`config.mk`:
```
export PLATFORM = sky130hd
export DESIGN_NAME = utf8_to_sjis_stream_converter_flat
export DESIGN_NICKNAME = d
export VERILOG_FILES = /design/src/sv/u2s_pkg.sv /design/src/sv/u2s_in_if.sv /design/src/sv/u2s_out_if.sv /design/src/sv/u2s_core.sv /design/src/sv/utf8_to_sjis_stream_converter.sv /design/src/flat_wrapper.sv
export VERILOG_INCLUDE_DIRS = /design/src /design/src/sv
export SDC_FILE = /design/constraint.sdc
export NUM_CORES = 1
export LEC_CHECK = 0
export BUFFER_PORTS_ARGS = -buffer_cell sky130_fd_sc_hd__buf_4
export CELL_PAD_IN_SITES_DETAIL_PLACEMENT = 1
export CELL_PAD_IN_SITES_GLOBAL_PLACEMENT = 2
export CORE_AREA = 2 2 201 203
export DETAILED_ROUTE_END_ITERATION = 8
export DIE_AREA = 0 0 203 205
export GPL_ROUTABILITY_DRIVEN = 0
export GPL_TIMING_DRIVEN = 0
export HOLD_SLACK_MARGIN = 0.02
export PLACE_DENSITY = 0.78
export SLEW_MARGIN = 20
export SYNTH_ARGS = -nofsm -noshare
export SYNTH_HDL_FRONTEND = slang
export SYNTH_HIERARCHICAL = 1
export SYNTH_SLANG_ARGS = --single-unit
```
`constraint.sdc`:
```
create_clock -name i_clk -period 9 [get_ports i_clk]
set_input_delay 1.8 -clock i_clk [delete_from_list [all_inputs] [get_ports i_clk]]
set_output_delay 1.8 -clock i_clk [all_outputs]
set_load 0.02 [all_outputs]
```
`src/sv/utf8_to_sjis_stream_converter_assert.svh`:
```
// Assertion macros for the UTF-8 to SJIS stream converter.
// Included by modules that check their own logic; no other dependencies.
`ifndef UTF8_TO_SJIS_STREAM_CONVERTER_ASSERT_SVH
`define UTF8_TO_SJIS_STREAM_CONVERTER_ASSERT_SVH

// Same-cycle implication, checked outside reset
`define U2S_ASSERT_NOW(name, clk, rst_n, ante, cons, msg) \
    name: assert property (@(posedge clk) disable iff (!rst_n) (ante) |-> (cons)) \
        else $error(msg);

// Next-cycle implication, checked outside reset
`define U2S_ASSERT_NEXT(name, clk, rst_n, ante, cons, msg) \
    name: assert property (@(posedge clk) disable iff (!rst_n) (ante) |=> (cons)) \
        else $error(msg);

`endif

```
`src/sv/u2s_pkg.sv`:
```
// Shared types, result codes and address-rule constants of the converter.
// No dependencies; used by the interfaces' users, the core and the top level.
`timescale 1ns / 1ps

package u2s_pkg;

    // Result kinds
    localparam logic [1:0] KIND_BYTE = 2'd0;
    localparam logic [1:0] KIND_REQ  = 2'd1;
    localparam logic [1:0] KIND_END  = 2'd2;

    // Replacement for a bad lead byte: SJIS ideographic space
    localparam logic [7:0] SJIS_SPACE_HI = 8'h81;
    localparam logic [7:0] SJIS_SPACE_LO = 8'h40;

    // Table address of the space entry
    localparam logic [31:0] SPACE_ADDR = 32'h0000_9DCC;

    // Two-byte rule
    localparam logic [31:0] TWO_START = 32'h0000_C2A2;
    localparam logic [31:0] TWO_BASE  = 32'h0000_00B0;

    // Full-width form rule
    localparam logic [31:0] FW_START  = 32'h00EF_BC81;
    localparam logic [31:0] FW_BASE   = 32'h0003_A6A4;
    localparam logic [31:0] FW_TILDE  = 32'h0003_A8DE;

    // Three-byte rules for leads E2-E9
    localparam logic [23:0] E_START [8] = '{
        24'hE28090, 24'hE38080, 24'hE4B880, 24'hE58085,
        24'hE6808E, 24'hE78081, 24'hE88080, 24'hE98080
    };
    localparam logic [19:0] E_BASE [8] = '{
        20'h01EEC, 20'h09DCC, 20'h11CCC, 20'h12BCC,
        20'h1AAC2, 20'h229A6, 20'h2A8A4, 20'h327A4
    };

    // One input request
    typedef struct packed {
        logic       func;
        logic [7:0] text_byte;
        logic       end_of_text;
        logic [7:0] table_first;
        logic [7:0] table_second;
    } t_in_item;

    // One result
    typedef struct packed {
        logic [1:0]  kind;
        logic [7:0]  sjis_byte;
        logic [19:0] table_address;
        logic [15:0] text_length;
        logic        last_of_run;
    } t_result;

    // All results of one input request
    typedef struct packed {
        logic [1:0]        cnt;
        t_result [2:0]     res;
    } t_res_set;

    typedef struct packed {
        logic        hit;
        logic [31:0] addr;
    } t_addr_hit;

    // Table offset of a collected character; hit is low where no rule applies
    function automatic t_addr_hit addr_rule(input logic [7:0] l, input logic [7:0] s,
                                            input logic [7:0] t);
        t_addr_hit  r;
        logic [31:0] code;
        logic [2:0]  idx;
        r    = '0;
        code = {8'h00, l, s, t};
        idx  = 3'(l - 8'hE2);
        if (l >= 8'hC2 && l <= 8'hD1) begin
            r.hit  = 1'b1;
            r.addr = ((32'({l, s}) - TWO_START) << 1) + TWO_BASE;
        end else if (l >= 8'hE2 && l <= 8'hE9 && s >= 8'h80) begin
            r.hit  = 1'b1;
            r.addr = ((code - 32'(E_START[idx])) << 1) + 32'(E_BASE[idx]);
        end else if (l == 8'hEF && s >= 8'hBC) begin
            r.hit = 1'b1;
            if (s == 8'hBD && t == 8'h9E) begin
                r.addr = FW_TILDE;
            end else begin
                r.addr = ((code - FW_START) << 1) + FW_BASE;
            end
        end
        return r;
    endfunction

endpackage

```
`src/sv/u2s_in_if.sv`:
```
// Input channel of the converter: valid/ready plus one text byte or table response.
// No dependencies.
`timescale 1ns / 1ps

interface u2s_in_if;
    logic       valid;
    logic       ready;
    logic       func;
    logic [7:0] text_byte;
    logic       end_of_text;
    logic [7:0] table_first;
    logic [7:0] table_second;

    modport source (output valid, func, text_byte, end_of_text, table_first,
                    table_second, input ready);
    modport sink   (input valid, func, text_byte, end_of_text, table_first,
                    table_second, output ready);
endinterface

```
`src/sv/u2s_out_if.sv`:
```
// Output channel of the converter: valid/ready plus one result.
// No dependencies.
`timescale 1ns / 1ps

interface u2s_out_if;
    logic        valid;
    logic        ready;
    logic [1:0]  kind;
    logic [7:0]  sjis_byte;
    logic [19:0] table_address;
    logic [15:0] text_length;
    logic        last_of_run;

    modport source (output valid, kind, sjis_byte, table_address, text_length,
                    last_of_run, input ready);
    modport sink   (input valid, kind, sjis_byte, table_address, text_length,
                    last_of_run, output ready);
endinterface

```
`src/sv/u2s_core.sv`:
```
// Conversion state and per-request result logic of the converter.
// Depends on u2s_pkg.
`timescale 1ns / 1ps

module u2s_core
    import u2s_pkg::*;
#(
    parameter int ADDRESS_BITS = 20,
    parameter int LENGTH_BITS  = 16
) (
    input  logic     i_clk,
    input  logic     i_rst_n,
    input  logic     i_fire,
    input  t_in_item i_item,
    output t_res_set o_res
);

    logic [1:0]              r_need,   n_need;
    logic [7:0]              r_lead,   n_lead;
    logic [7:0]              r_second, n_second;
    logic [ADDRESS_BITS-1:0] r_addr,   n_addr;
    logic                    r_await,  n_await;
    logic                    r_endp,   n_endp;
    logic [LENGTH_BITS-1:0]  r_count,  n_count;

    t_res_set   res;
    logic [1:0] k;
    logic       do_req;
    logic       req_end;
    logic [7:0] req_l;
    logic [7:0] req_s;
    logic [7:0] req_t;
    logic [7:0] b;
    logic [7:0] f;
    t_addr_hit  rule;
    logic [31:0] addr_ext;
    logic [31:0] len_ext;

    // Offset of the character being requested
    assign rule = addr_rule(req_l, req_s, req_t);

    // Work out the results of the current request and the next state
    always_comb begin
        n_need   = r_need;
        n_lead   = r_lead;
        n_second = r_second;
        n_addr   = r_addr;
        n_await  = r_await;
        n_endp   = r_endp;
        n_count  = r_count;
        res      = '0;
        k        = 2'd0;
        do_req   = 1'b0;
        req_end  = 1'b0;
        req_l    = r_lead;
        req_s    = r_second;
        req_t    = 8'h00;
        b        = i_item.text_byte;
        f        = i_item.table_first;
        addr_ext = '0;
        len_ext  = '0;

        if (i_item.func) begin
            // Table response: emit one or two bytes, then the end if pending
            if (r_await) begin
                res.res[0].kind      = KIND_BYTE;
                res.res[0].sjis_byte = f;
                n_count              = n_count + LENGTH_BITS'(1);
                k                    = 2'd1;
                if (!(f >= 8'hA1 && f <= 8'hDF)) begin
                    res.res[1].kind      = KIND_BYTE;
                    res.res[1].sjis_byte = i_item.table_second;
                    n_count              = n_count + LENGTH_BITS'(1);
                    k                    = 2'd2;
                end
                if (r_endp) begin
                    len_ext                = 32'(n_count);
                    res.res[k].kind        = KIND_END;
                    res.res[k].text_length = len_ext[15:0];
                    k                      = k + 2'd1;
                    n_count                = '0;
                    n_addr                 = ADDRESS_BITS'(SPACE_ADDR);
                end
                n_await = 1'b0;
                n_endp  = 1'b0;
            end
        end else if (!r_await) begin
            // Text byte: collect trailing bytes, pass ASCII, repair bad leads
            if (r_need == 2'd2) begin
                if (i_item.end_of_text) begin
                    do_req  = 1'b1;
                    req_end = 1'b1;
                    req_s   = b;
                end else begin
                    n_second = b;
                    n_need   = 2'd1;
                end
            end else if (r_need == 2'd1) begin
                do_req  = 1'b1;
                req_end = i_item.end_of_text;
                if (r_lead >= 8'hC2 && r_lead <= 8'hD1) begin
                    req_s = b;
                end else begin
                    req_t = b;
                end
            end else if ((b >= 8'hC2 && b <= 8'hD1) || (b >= 8'hE2 && b <= 8'hEF)) begin
                n_lead   = b;
                n_second = 8'h00;
                if (i_item.end_of_text) begin
                    do_req  = 1'b1;
                    req_end = 1'b1;
                    req_l   = b;
                    req_s   = 8'h00;
                end else begin
                    n_need = (b <= 8'hD1) ? 2'd1 : 2'd2;
                end
            end else begin
                if (b >= 8'h20 && b <= 8'h7E) begin
                    res.res[0].kind      = KIND_BYTE;
                    res.res[0].sjis_byte = b;
                    n_count              = n_count + LENGTH_BITS'(1);
                    k                    = 2'd1;
                end else begin
                    res.res[0].kind      = KIND_BYTE;
                    res.res[0].sjis_byte = SJIS_SPACE_HI;
                    res.res[1].kind      = KIND_BYTE;
                    res.res[1].sjis_byte = SJIS_SPACE_LO;
                    n_count              = n_count + LENGTH_BITS'(2);
                    k                    = 2'd2;
                end
                if (i_item.end_of_text) begin
                    len_ext                = 32'(n_count);
                    res.res[k].kind        = KIND_END;
                    res.res[k].text_length = len_ext[15:0];
                    k                      = k + 2'd1;
                    n_count                = '0;
                    n_addr                 = ADDRESS_BITS'(SPACE_ADDR);
                end
            end
        end

        // Issue a table read; keep the last address where no rule applies
        if (do_req) begin
            if (rule.hit) begin
                n_addr = ADDRESS_BITS'(rule.addr);
            end
            addr_ext                 = 32'(n_addr);
            res.res[0].kind          = KIND_REQ;
            res.res[0].table_address = addr_ext[19:0];
            k                        = 2'd1;
            n_need                   = 2'd0;
            n_await                  = 1'b1;
            n_endp                   = req_end;
        end

        // Mark the final result of this request
        if (k != 2'd0) begin
            res.res[k - 2'd1].last_of_run = 1'b1;
        end
        res.cnt = k;
    end

    assign o_res = res;

    // Advance the state when the request moves on
    always_ff @(posedge i_clk) begin
        if (!i_rst_n) begin
            r_need   <= 2'd0;
            r_lead   <= 8'h00;
            r_second <= 8'h00;
            r_addr   <= ADDRESS_BITS'(SPACE_ADDR);
            r_await  <= 1'b0;
            r_endp   <= 1'b0;
            r_count  <= '0;
        end else if (i_fire) begin
            r_need   <= n_need;
            r_lead   <= n_lead;
            r_second <= n_second;
            r_addr   <= n_addr;
            r_await  <= n_await;
            r_endp   <= n_endp;
            r_count  <= n_count;
        end
    end

endmodule

```
`src/sv/utf8_to_sjis_stream_converter.sv`:
```
// UTF-8 to SJIS stream converter.
// i_in carries either a UTF-8 text byte (func = 0, end_of_text marks the last
// byte of a string) or a conversion table response (func = 1). o_out carries
// results: SJIS bytes, table read requests and an end result with the
// string's SJIS length. last_of_run flags the final result of a request.
// A table read request must be answered on i_in before more text is taken
// into account; text bytes sent while a request is open are dropped.
// A request is registered in the input register on acceptance; its results are
// computed from it and loaded into the result buffer once that buffer is free.
// Throughput: one result per cycle on o_out while o_out is ready; a request
// with n results (up to 3) holds the result buffer until all have left, while
// the input register takes one further request, so one request per cycle for
// single-result traffic while o_out is ready.
// Requests with no result (collected lead bytes) load nothing into the buffer.
// Reset (synchronous, active low) empties both stages and restarts the
// string: count zero, last table address at the space entry.
// When o_out stalls, the result buffer holds and i_in.ready drops once the
// input register is also full.
// Depends on u2s_pkg, u2s_in_if, u2s_out_if, u2s_core and the assertion header.
`timescale 1ns / 1ps

`include "utf8_to_sjis_stream_converter_assert.svh"

module utf8_to_sjis_stream_converter
    import u2s_pkg::*;
#(
    parameter int ADDRESS_BITS = 20,
    parameter int LENGTH_BITS  = 16
) (
    input  logic      i_clk,
    input  logic      i_rst_n,
    u2s_in_if.sink    i_in,
    u2s_out_if.source o_out
);

    t_in_item       r_in;
    logic           r_in_vld;
    t_result [2:0]  r_buf;
    logic [1:0]     r_buf_cnt;

    t_in_item       in_item;
    t_res_set       core_res;
    logic           buf_free;
    logic           s1_fire;
    logic           in_take;
    logic           out_take;

    // Pack the incoming request
    assign in_item.func         = i_in.func;
    assign in_item.text_byte    = i_in.text_byte;
    assign in_item.end_of_text  = i_in.end_of_text;
    assign in_item.table_first  = i_in.table_first;
    assign in_item.table_second = i_in.table_second;

    // Handshake: buffer frees when empty or its last result leaves now
    assign out_take = o_out.valid && o_out.ready;
    assign buf_free = (r_buf_cnt == 2'd0) || (r_buf_cnt == 2'd1 && o_out.ready);
    assign s1_fire  = r_in_vld && buf_free;
    assign i_in.ready = !r_in_vld || s1_fire;
    assign in_take  = i_in.valid && i_in.ready;

    // Hold the accepted request
    always_ff @(posedge i_clk) begin
        if (!i_rst_n) begin
            r_in_vld <= 1'b0;
        end else if (in_take) begin
            r_in_vld <= 1'b1;
        end else if (s1_fire) begin
            r_in_vld <= 1'b0;
        end
    end

    always_ff @(posedge i_clk) begin
        if (in_take) begin
            r_in <= in_item;
        end
    end

    u2s_core #(
        .ADDRESS_BITS (ADDRESS_BITS),
        .LENGTH_BITS  (LENGTH_BITS)
    ) u_core (
        .i_clk   (i_clk),
        .i_rst_n (i_rst_n),
        .i_fire  (s1_fire),
        .i_item  (r_in),
        .o_res   (core_res)
    );

    // Load new results or shift the buffer down as results leave
    always_ff @(posedge i_clk) begin
        if (!i_rst_n) begin
            r_buf_cnt <= 2'd0;
        end else if (s1_fire && core_res.cnt != 2'd0) begin
            r_buf_cnt <= core_res.cnt;
        end else if (out_take) begin
            r_buf_cnt <= r_buf_cnt - 2'd1;
        end
    end

    always_ff @(posedge i_clk) begin
        if (s1_fire && core_res.cnt != 2'd0) begin
            r_buf <= core_res.res;
        end else if (out_take) begin
            r_buf[0] <= r_buf[1];
            r_buf[1] <= r_buf[2];
        end
    end

    // Drive the head of the buffer
    assign o_out.valid         = (r_buf_cnt != 2'd0);
    assign o_out.kind          = r_buf[0].kind;
    assign o_out.sjis_byte     = r_buf[0].sjis_byte;
    assign o_out.table_address = r_buf[0].table_address;
    assign o_out.text_length   = r_buf[0].text_length;
    assign o_out.last_of_run   = r_buf[0].last_of_run;

    // A stalled buffer neither loads nor drains
    `U2S_ASSERT_NEXT(a_stall_hold, i_clk, i_rst_n, (r_buf_cnt != 2'd0) && !o_out.ready,
                     r_buf_cnt == $past(r_buf_cnt), "result buffer changed while stalled")
    // The last buffered result closes its run
    `U2S_ASSERT_NOW(a_last_flag, i_clk, i_rst_n, r_buf_cnt == 2'd1, r_buf[0].last_of_run,
                    "last result lacks last_of_run")
    // Input stalls only behind a full input register
    `U2S_ASSERT_NOW(a_ready_cause, i_clk, i_rst_n, !i_in.ready, r_in_vld && !buf_free,
                    "input stalled with room")

endmodule
```
`src/flat_wrapper.sv`:
```
// flat-port wrapper written by rule: the top's interface ports become plain ports
module utf8_to_sjis_stream_converter_flat import u2s_pkg::*;
#(
    parameter int ADDRESS_BITS = 20,
    parameter int LENGTH_BITS  = 16
)
  (i_clk, i_rst_n, i_in_valid, i_in_func, i_in_text_byte, i_in_end_of_text, i_in_table_first, i_in_table_second, i_in_ready, o_out_valid, o_out_kind, o_out_sjis_byte, o_out_table_address, o_out_text_length, o_out_last_of_run, o_out_ready);
  u2s_in_if i_in_i ();
  u2s_out_if o_out_i ();
  input  logic i_clk;
  input  logic i_rst_n;
  input wire logic [$bits(i_in_i.valid)-1:0] i_in_valid;
  input wire logic [$bits(i_in_i.func)-1:0] i_in_func;
  input wire logic [$bits(i_in_i.text_byte)-1:0] i_in_text_byte;
  input wire logic [$bits(i_in_i.end_of_text)-1:0] i_in_end_of_text;
  input wire logic [$bits(i_in_i.table_first)-1:0] i_in_table_first;
  input wire logic [$bits(i_in_i.table_second)-1:0] i_in_table_second;
  output wire logic [$bits(i_in_i.ready)-1:0] i_in_ready;
  output wire logic [$bits(o_out_i.valid)-1:0] o_out_valid;
  output wire logic [$bits(o_out_i.kind)-1:0] o_out_kind;
  output wire logic [$bits(o_out_i.sjis_byte)-1:0] o_out_sjis_byte;
  output wire logic [$bits(o_out_i.table_address)-1:0] o_out_table_address;
  output wire logic [$bits(o_out_i.text_length)-1:0] o_out_text_length;
  output wire logic [$bits(o_out_i.last_of_run)-1:0] o_out_last_of_run;
  input wire logic [$bits(o_out_i.ready)-1:0] o_out_ready;
  assign i_in_i.valid = i_in_valid;
  assign i_in_i.func = i_in_func;
  assign i_in_i.text_byte = i_in_text_byte;
  assign i_in_i.end_of_text = i_in_end_of_text;
  assign i_in_i.table_first = i_in_table_first;
  assign i_in_i.table_second = i_in_table_second;
  assign i_in_ready = i_in_i.ready;
  assign o_out_valid = o_out_i.valid;
  assign o_out_kind = o_out_i.kind;
  assign o_out_sjis_byte = o_out_i.sjis_byte;
  assign o_out_table_address = o_out_i.table_address;
  assign o_out_text_length = o_out_i.text_length;
  assign o_out_last_of_run = o_out_i.last_of_run;
  assign o_out_i.ready = o_out_ready;
  utf8_to_sjis_stream_converter #(.ADDRESS_BITS(ADDRESS_BITS), .LENGTH_BITS(LENGTH_BITS)) u_core (.i_clk(i_clk), .i_rst_n(i_rst_n), .i_in(i_in_i), .o_out(o_out_i));
endmodule
```
# [After elaboration in Yosys (flattened, before gate mapping)]
# Memory sizes are Yosys's and may differ from the RTL's.
# Cells that the tools add are included.
[totals] register_bits=226 rom_bits=352 output_inout_bits=49 elab_cells=274 n_memories=2
[mem_list] memory="(name not given)" depth=8 word_bits=24 rd=1 rd_clocked_by_memory_dff=0 write_ports=0 line_no="u2s_pkg.sv:81" rtl="r.addr = ((code - 32'(E_START[idx])) << 1) + 32'(E_BASE[idx]);"
[mem_list] memory="(name not given)" depth=8 word_bits=20 rd=1 rd_clocked_by_memory_dff=0 write_ports=0 line_no="u2s_pkg.sv:81"
[classes] add_sub_neg=14 n_lt_le_gt_ge=23 eq_ne=17 n_mux=147 bitwise=5 reduce_logical=37
[op_table] operator="141-bit 2-to-1 mux" n=9
[op_table] operator="141-bit bitwise mux" n=5
[op_table] operator="47-bit demux with 2-bit select" n=5
[op_table] operator="16-bit 2-to-1 mux" n=17
[op_table] operator="20-bit 2-to-1 mux" n=13
[op_table] operator="8-bit 2-to-1 mux" n=25
[op_table] operator="94-bit 2-to-1 mux" n=2
[op_table] operator="10-bit 2-to-1 mux" n=12
[op_table] operator="33-bit 2-to-1 mux" n=3
[op_table] operator="47-bit 2-to-1 mux" n=2
[op_table] operator="8-bit >= comparator, second input constant" n=8
[op_table] operator="2-bit 2-to-1 mux" n=30
[op_table] operator="8-bit less-or-equal comparator, second input constant" n=6
[op_table] operator="24-bit 2-to-1 mux" n=2
[op_table] operator="17-bit 2-to-1 mux" n=2
[op_table] operator="16-bit by 1-bit adder with 16-bit output, second input constant" n=2
[op_table] operator="32-bit 2-to-1 mux" n=1
[op_table] operator="26-bit by 19-bit adder with 27-bit output, second input constant" n=1
[op_table] operator="26-bit by 21-bit adder with 27-bit output" n=1
[op_table] operator="24-bit by 24-bit subtractor with 25-bit output" n=1
[op_table] operator="24-bit by 24-bit subtractor with 25-bit output, second input constant" n=1
[op_table] operator="8-bit == test, second input constant" n=3
[op_table] operator="6-bit AND reduction" n=4
[op_table] operator="18-bit by 9-bit adder with 19-bit output, second input constant" n=1
[op_table] operator="27 further kinds" n=87

# [Logic depth before layout (Yosys ltp)]
[logic_depth] ltp_word=24 ltp_mapped=33 depth_no_buf=30

# [By module]
# The synthesis kept the hierarchy.
[by_module_without_submodules] module="u2s_core" instances=1 cells_each=1281 area_each_um2=8998.6
[by_module_without_submodules] module="utf8_to_sjis_stream_converter" instances=1 cells_each=348 area_each_um2=7008.0

# [Least setup slack after synthesis]
# OpenSTA, ideal clock, no wires.
[synth_timing] path_kind="reg2reg" startpoint="reg u_core/r_in[16] (netlist bit)" endpoint="reg u_core.r_buf (netlist bit u_core/o_out.table_address[19]) (data pin)" setup_time_ps=260 t_arrival_ps=6813 slack_ps=1927 stages_incl_launch_ff=31 path_buffers=3 synth_period_minus_slack_ps=7073 path_cell_list="edfxtp_1 > clkbuf_1 > nor3b_1 > nand2_1 > o21ai_0 > and2_1 > clkbuf_1 > clkinv_1 > ha_1 > clkbuf_1 > nor3_1 > inv_1 > ha_1 > nor2b_1 > o311ai_0 > nand2b_1 > a21o_1 > xor2_1 > ha_1 > nand2_1 > nor2_1 > a221oi_1 > a311oi_1 > a31oi_1 > or4_1 > a21oi_1 > xnor2_1 > a211oi_1 > a2bb2oi_1 > nor2_1 > mux2_2"
[synth_lines] item="start, declared" line_no="utf8_to_sjis_stream_converter.sv:36" rtl="t_in_item r_in;"
[synth_lines] item="start signal, assigned" line_no="utf8_to_sjis_stream_converter.sv:75" rtl="r_in <= in_item;"
[synth_lines] item="end signal, assigned" line_no="utf8_to_sjis_stream_converter.sv:103" rtl="r_buf <= core_res.res;"
[synth_lines] item="end, declared" line_no="utf8_to_sjis_stream_converter.sv:38" rtl="t_result [2:0] r_buf;"

==> metrics.txt <==
row count=73; P_leak=0.00705 µW; initial antenna violation count=0; via count=between 10000 and 15000; most frequent cells in the layout=200 x buf_4, 167 x edfxtp_1, 155 x nor2_1, 113 x nand2_1; Longest Clk Path Bufs=3; Post-CTS Hold Buffers=0; clock latency at the later pin of the worst-skew pair=0.55 ns; highest clock rate=118 MHz; area grow syn2layout=15.4%; ant diodes=0; HPWL after detailed placement=~38000 µm; Die Ht=slightly above 200 µm; CTS sink cnt=226; Worst Setup End Kind=flip-flop; postcts setup bufs=0; period utilization=between 90% and 100%; register-to-register setup slack=0.53 ns; CTS Buf Count=27; Final Hold Vio Count=0; Max Slew Vio Count=0; Setup TNS=0 ns; fin util=46.9%; Tmin final=8.47 ns; Die W=203 µm; layout cells sized above 1=23.2%; first-pass GRT wire length=around 80000 µm; drt wl/cell=21.4 µm; DP Cell Count=2301; Post-Synthesis Cell Area=16000 µm²; number of buffers added on ports=78; via/cell ratio=5.51; Critical Path Slowest Stage Cell=mux2i_2; core area=around 40000 µm²; worst clock skew=0.0291 ns; Unique masters post-synth=between 100 and 150; Initial DRT Pass Iterations=7; PD cells=200 nW/µm²; hold wc startpoint=u_core/u_core/r_addr[0]; initial core utilization=between 40% and 50%; Final ANT Viol Nets=0; GR Overflow Total=0; Worst path most repeated cell=ha_1; WP data required=9.28 ns; commonest non-fill, non-tap cell in the layout=buf_4; Root Driver=clkbuf_16; worst r2r path cells=29; CTS H-tree depth=1; WP buf/inv=3; Post-route DRC=0; Slew HR=30.7%; Worst Hold Depth=2; largest net degree at the start of global routing=57; register area share after synthesis=38.7%; HP Class=flip-flop to flip-flop; worst hold endpoint=u_core/u_core/r_addr[0]; Setup-failing EPs final=0; # IOs=79; die area=41600 µm²; Yosys warning total=6; async set-reset flop share out of synthesis=0%; total power draw=3690 µW; IR drop worst, VDD=slightly below 200 µV; routed wire length=about 50000 µm; CP Class=flip-flop to flip-flop; syn avg cell area=9.83 µm²; CP max stage delay=0.57 ns; CP Data Arrival Time=between 8 and 9 ns; nets=1886; largest fanout on the critical path=10; Reg2Reg Capture Point=u_core/o_out.table_address[19]; CP startpoint kind=flip-flop; MaxCap Viol Count=0; #FFs+latches synth=around 230; crit path from=u_core/r_in[16]; RSZ-0062 raised after global routing=no; setup slack after layout=0.534 ns; startpoint of the worst register-to-register path=u_core/r_in[16]; Post-Layout Cell Count=2350; status=finished clean; family with the most delay on the worst path=simple AND/OR/NAND/NOR gates; Post-synth EDFFs=167; Overall Global Routing Usage=about a quarter; TritonCTS clock tree=done; vias in the first global route=between 10000 and 15000; First DRT Iteration DRCs=825; Clock transition at path regs=roughly 0.06 ns; cell count after synthesis=1629; Post-CTS Resized=4; Place WS=-0.780 ns; Worst-Margin Slew=about 1 ns; main flop type after synthesis=edfxtp_1
[where the power goes]
| part | total [µW] | internal, µW | switching (µW) | leakage, µW |
|---|---|---|---|---|
| registers | 1470 | 1400 | 68.5 | 0.00205 |
| logic | 1160 | 511 | 646 | 0.00460 |
| clock network | 1070 | 633 | 436 | 0.000409 |
[synthesized netlist by cell type (15+ instances only)]
| cell type | n | area (µm²) |
|---|---|---|
| nand3_1 | 37 | 185 |
| buf_2 | 18 | 90.1 |
| ha_1 | 49 | 613 |
| buf_4 | 121 | 908 |
| clkbuf_1 | 50 | 188 |
| edfxtp_1 | 167 | 5010 |
| mux2_4 | 49 | 736 |
| o21ai_0 | 58 | 290 |
| dfxtp_1 | 59 | 1180 |
| nand2_1 | 115 | 432 |
| nand4_1 | 18 | 113 |
| xnor2_1 | 75 | 657 |
| xor2_1 | 49 | 429 |
| nor3_1 | 46 | 230 |
| a22oi_1 | 21 | 158 |
| o22ai_1 | 27 | 169 |
| and3_1 | 20 | 125 |
| a21oi_1 | 75 | 375 |
| mux2_2 | 51 | 574 |
| nor2_1 | 155 | 582 |
| or3_1 | 15 | 93.8 |
| mux2i_1 | 16 | 160 |
| inv_1 | 45 | 169 |
[stage by stage]
stage / hold slack (ns) / cell area, µm²
floorplan: 0.405 / 16300
detailed placement: 0.435 / 17600
global placement: 0.412 / 17500
finish: 0.436 / 18500
CTS: 0.443 / 18400
global route: 0.482 / 18500
[layer usage]
layer	routed length [µm]	vias up	track usage, %
li1	-	6190	-
met3	2070	86	3.55
met4	1590	0	7.46
met5	0	-	0
met1	23000	6416	32.4
met2	23600	259	40.5
[flip-flops by register name, summed over array words and instances (netlist names), 16 cells and up]
name,flops
u_core/o_out.table_address,20
u_core/u_core/r_count,16
u_core/u_core/r_addr,20
u_core/r_in,26
u_core/o_out.text_length,16
u_core/r_buf,94
[logic make-up (layout without fill, tap and decap cells)]
kind of cell / Yosys count / in the layout / share of synthesized area, %
flops: 226 / 226 / 38.7
mux: 116 / 116 / 9.18
other cells: 1 / 67 / 0.0234
compound gates: 369 / 369 / 16.5
simple gates: 492 / 492 / 15.3
buf+inv: 249 / 379 / 9.42
fa+ha+maj: 52 / 52 / 4.14
xor+xnor: 124 / 124 / 6.78
[worst max-delay path by stage]
stage,endpoint,slack [ns],cells after the start
floorplan,u_core/o_out.table_address[19],1.93,30
global placement,u_core/o_out.table_address[19],-0.60,30
detailed placement,u_core/o_out.table_address[19],-0.78,30
CTS,u_core/o_out.table_address[19],0.008,27
global route,u_core/o_out.table_address[19],0.02,32
finish,u_core/o_out.table_address[19],0.53,29
[tightest hold or removal path: stages (launching register included)]
cell	delay (ns)
dfxtp_1	0.31
nand2_1	0.05
nor2_1	0.03
[layout make-up]
cell class	instances	area [µm²]
Tap cell	525	657
Sequential cell	226	6200
Clock inverter	18	166
Fill cell	4516	20900
Clock buffer	31	691
Multi-Input combinational cell	1220	8620
Buffer	200	1330
Inverter	49	185
Timing Repair Buffer	81	633
(Power assumes the default switching activity.)
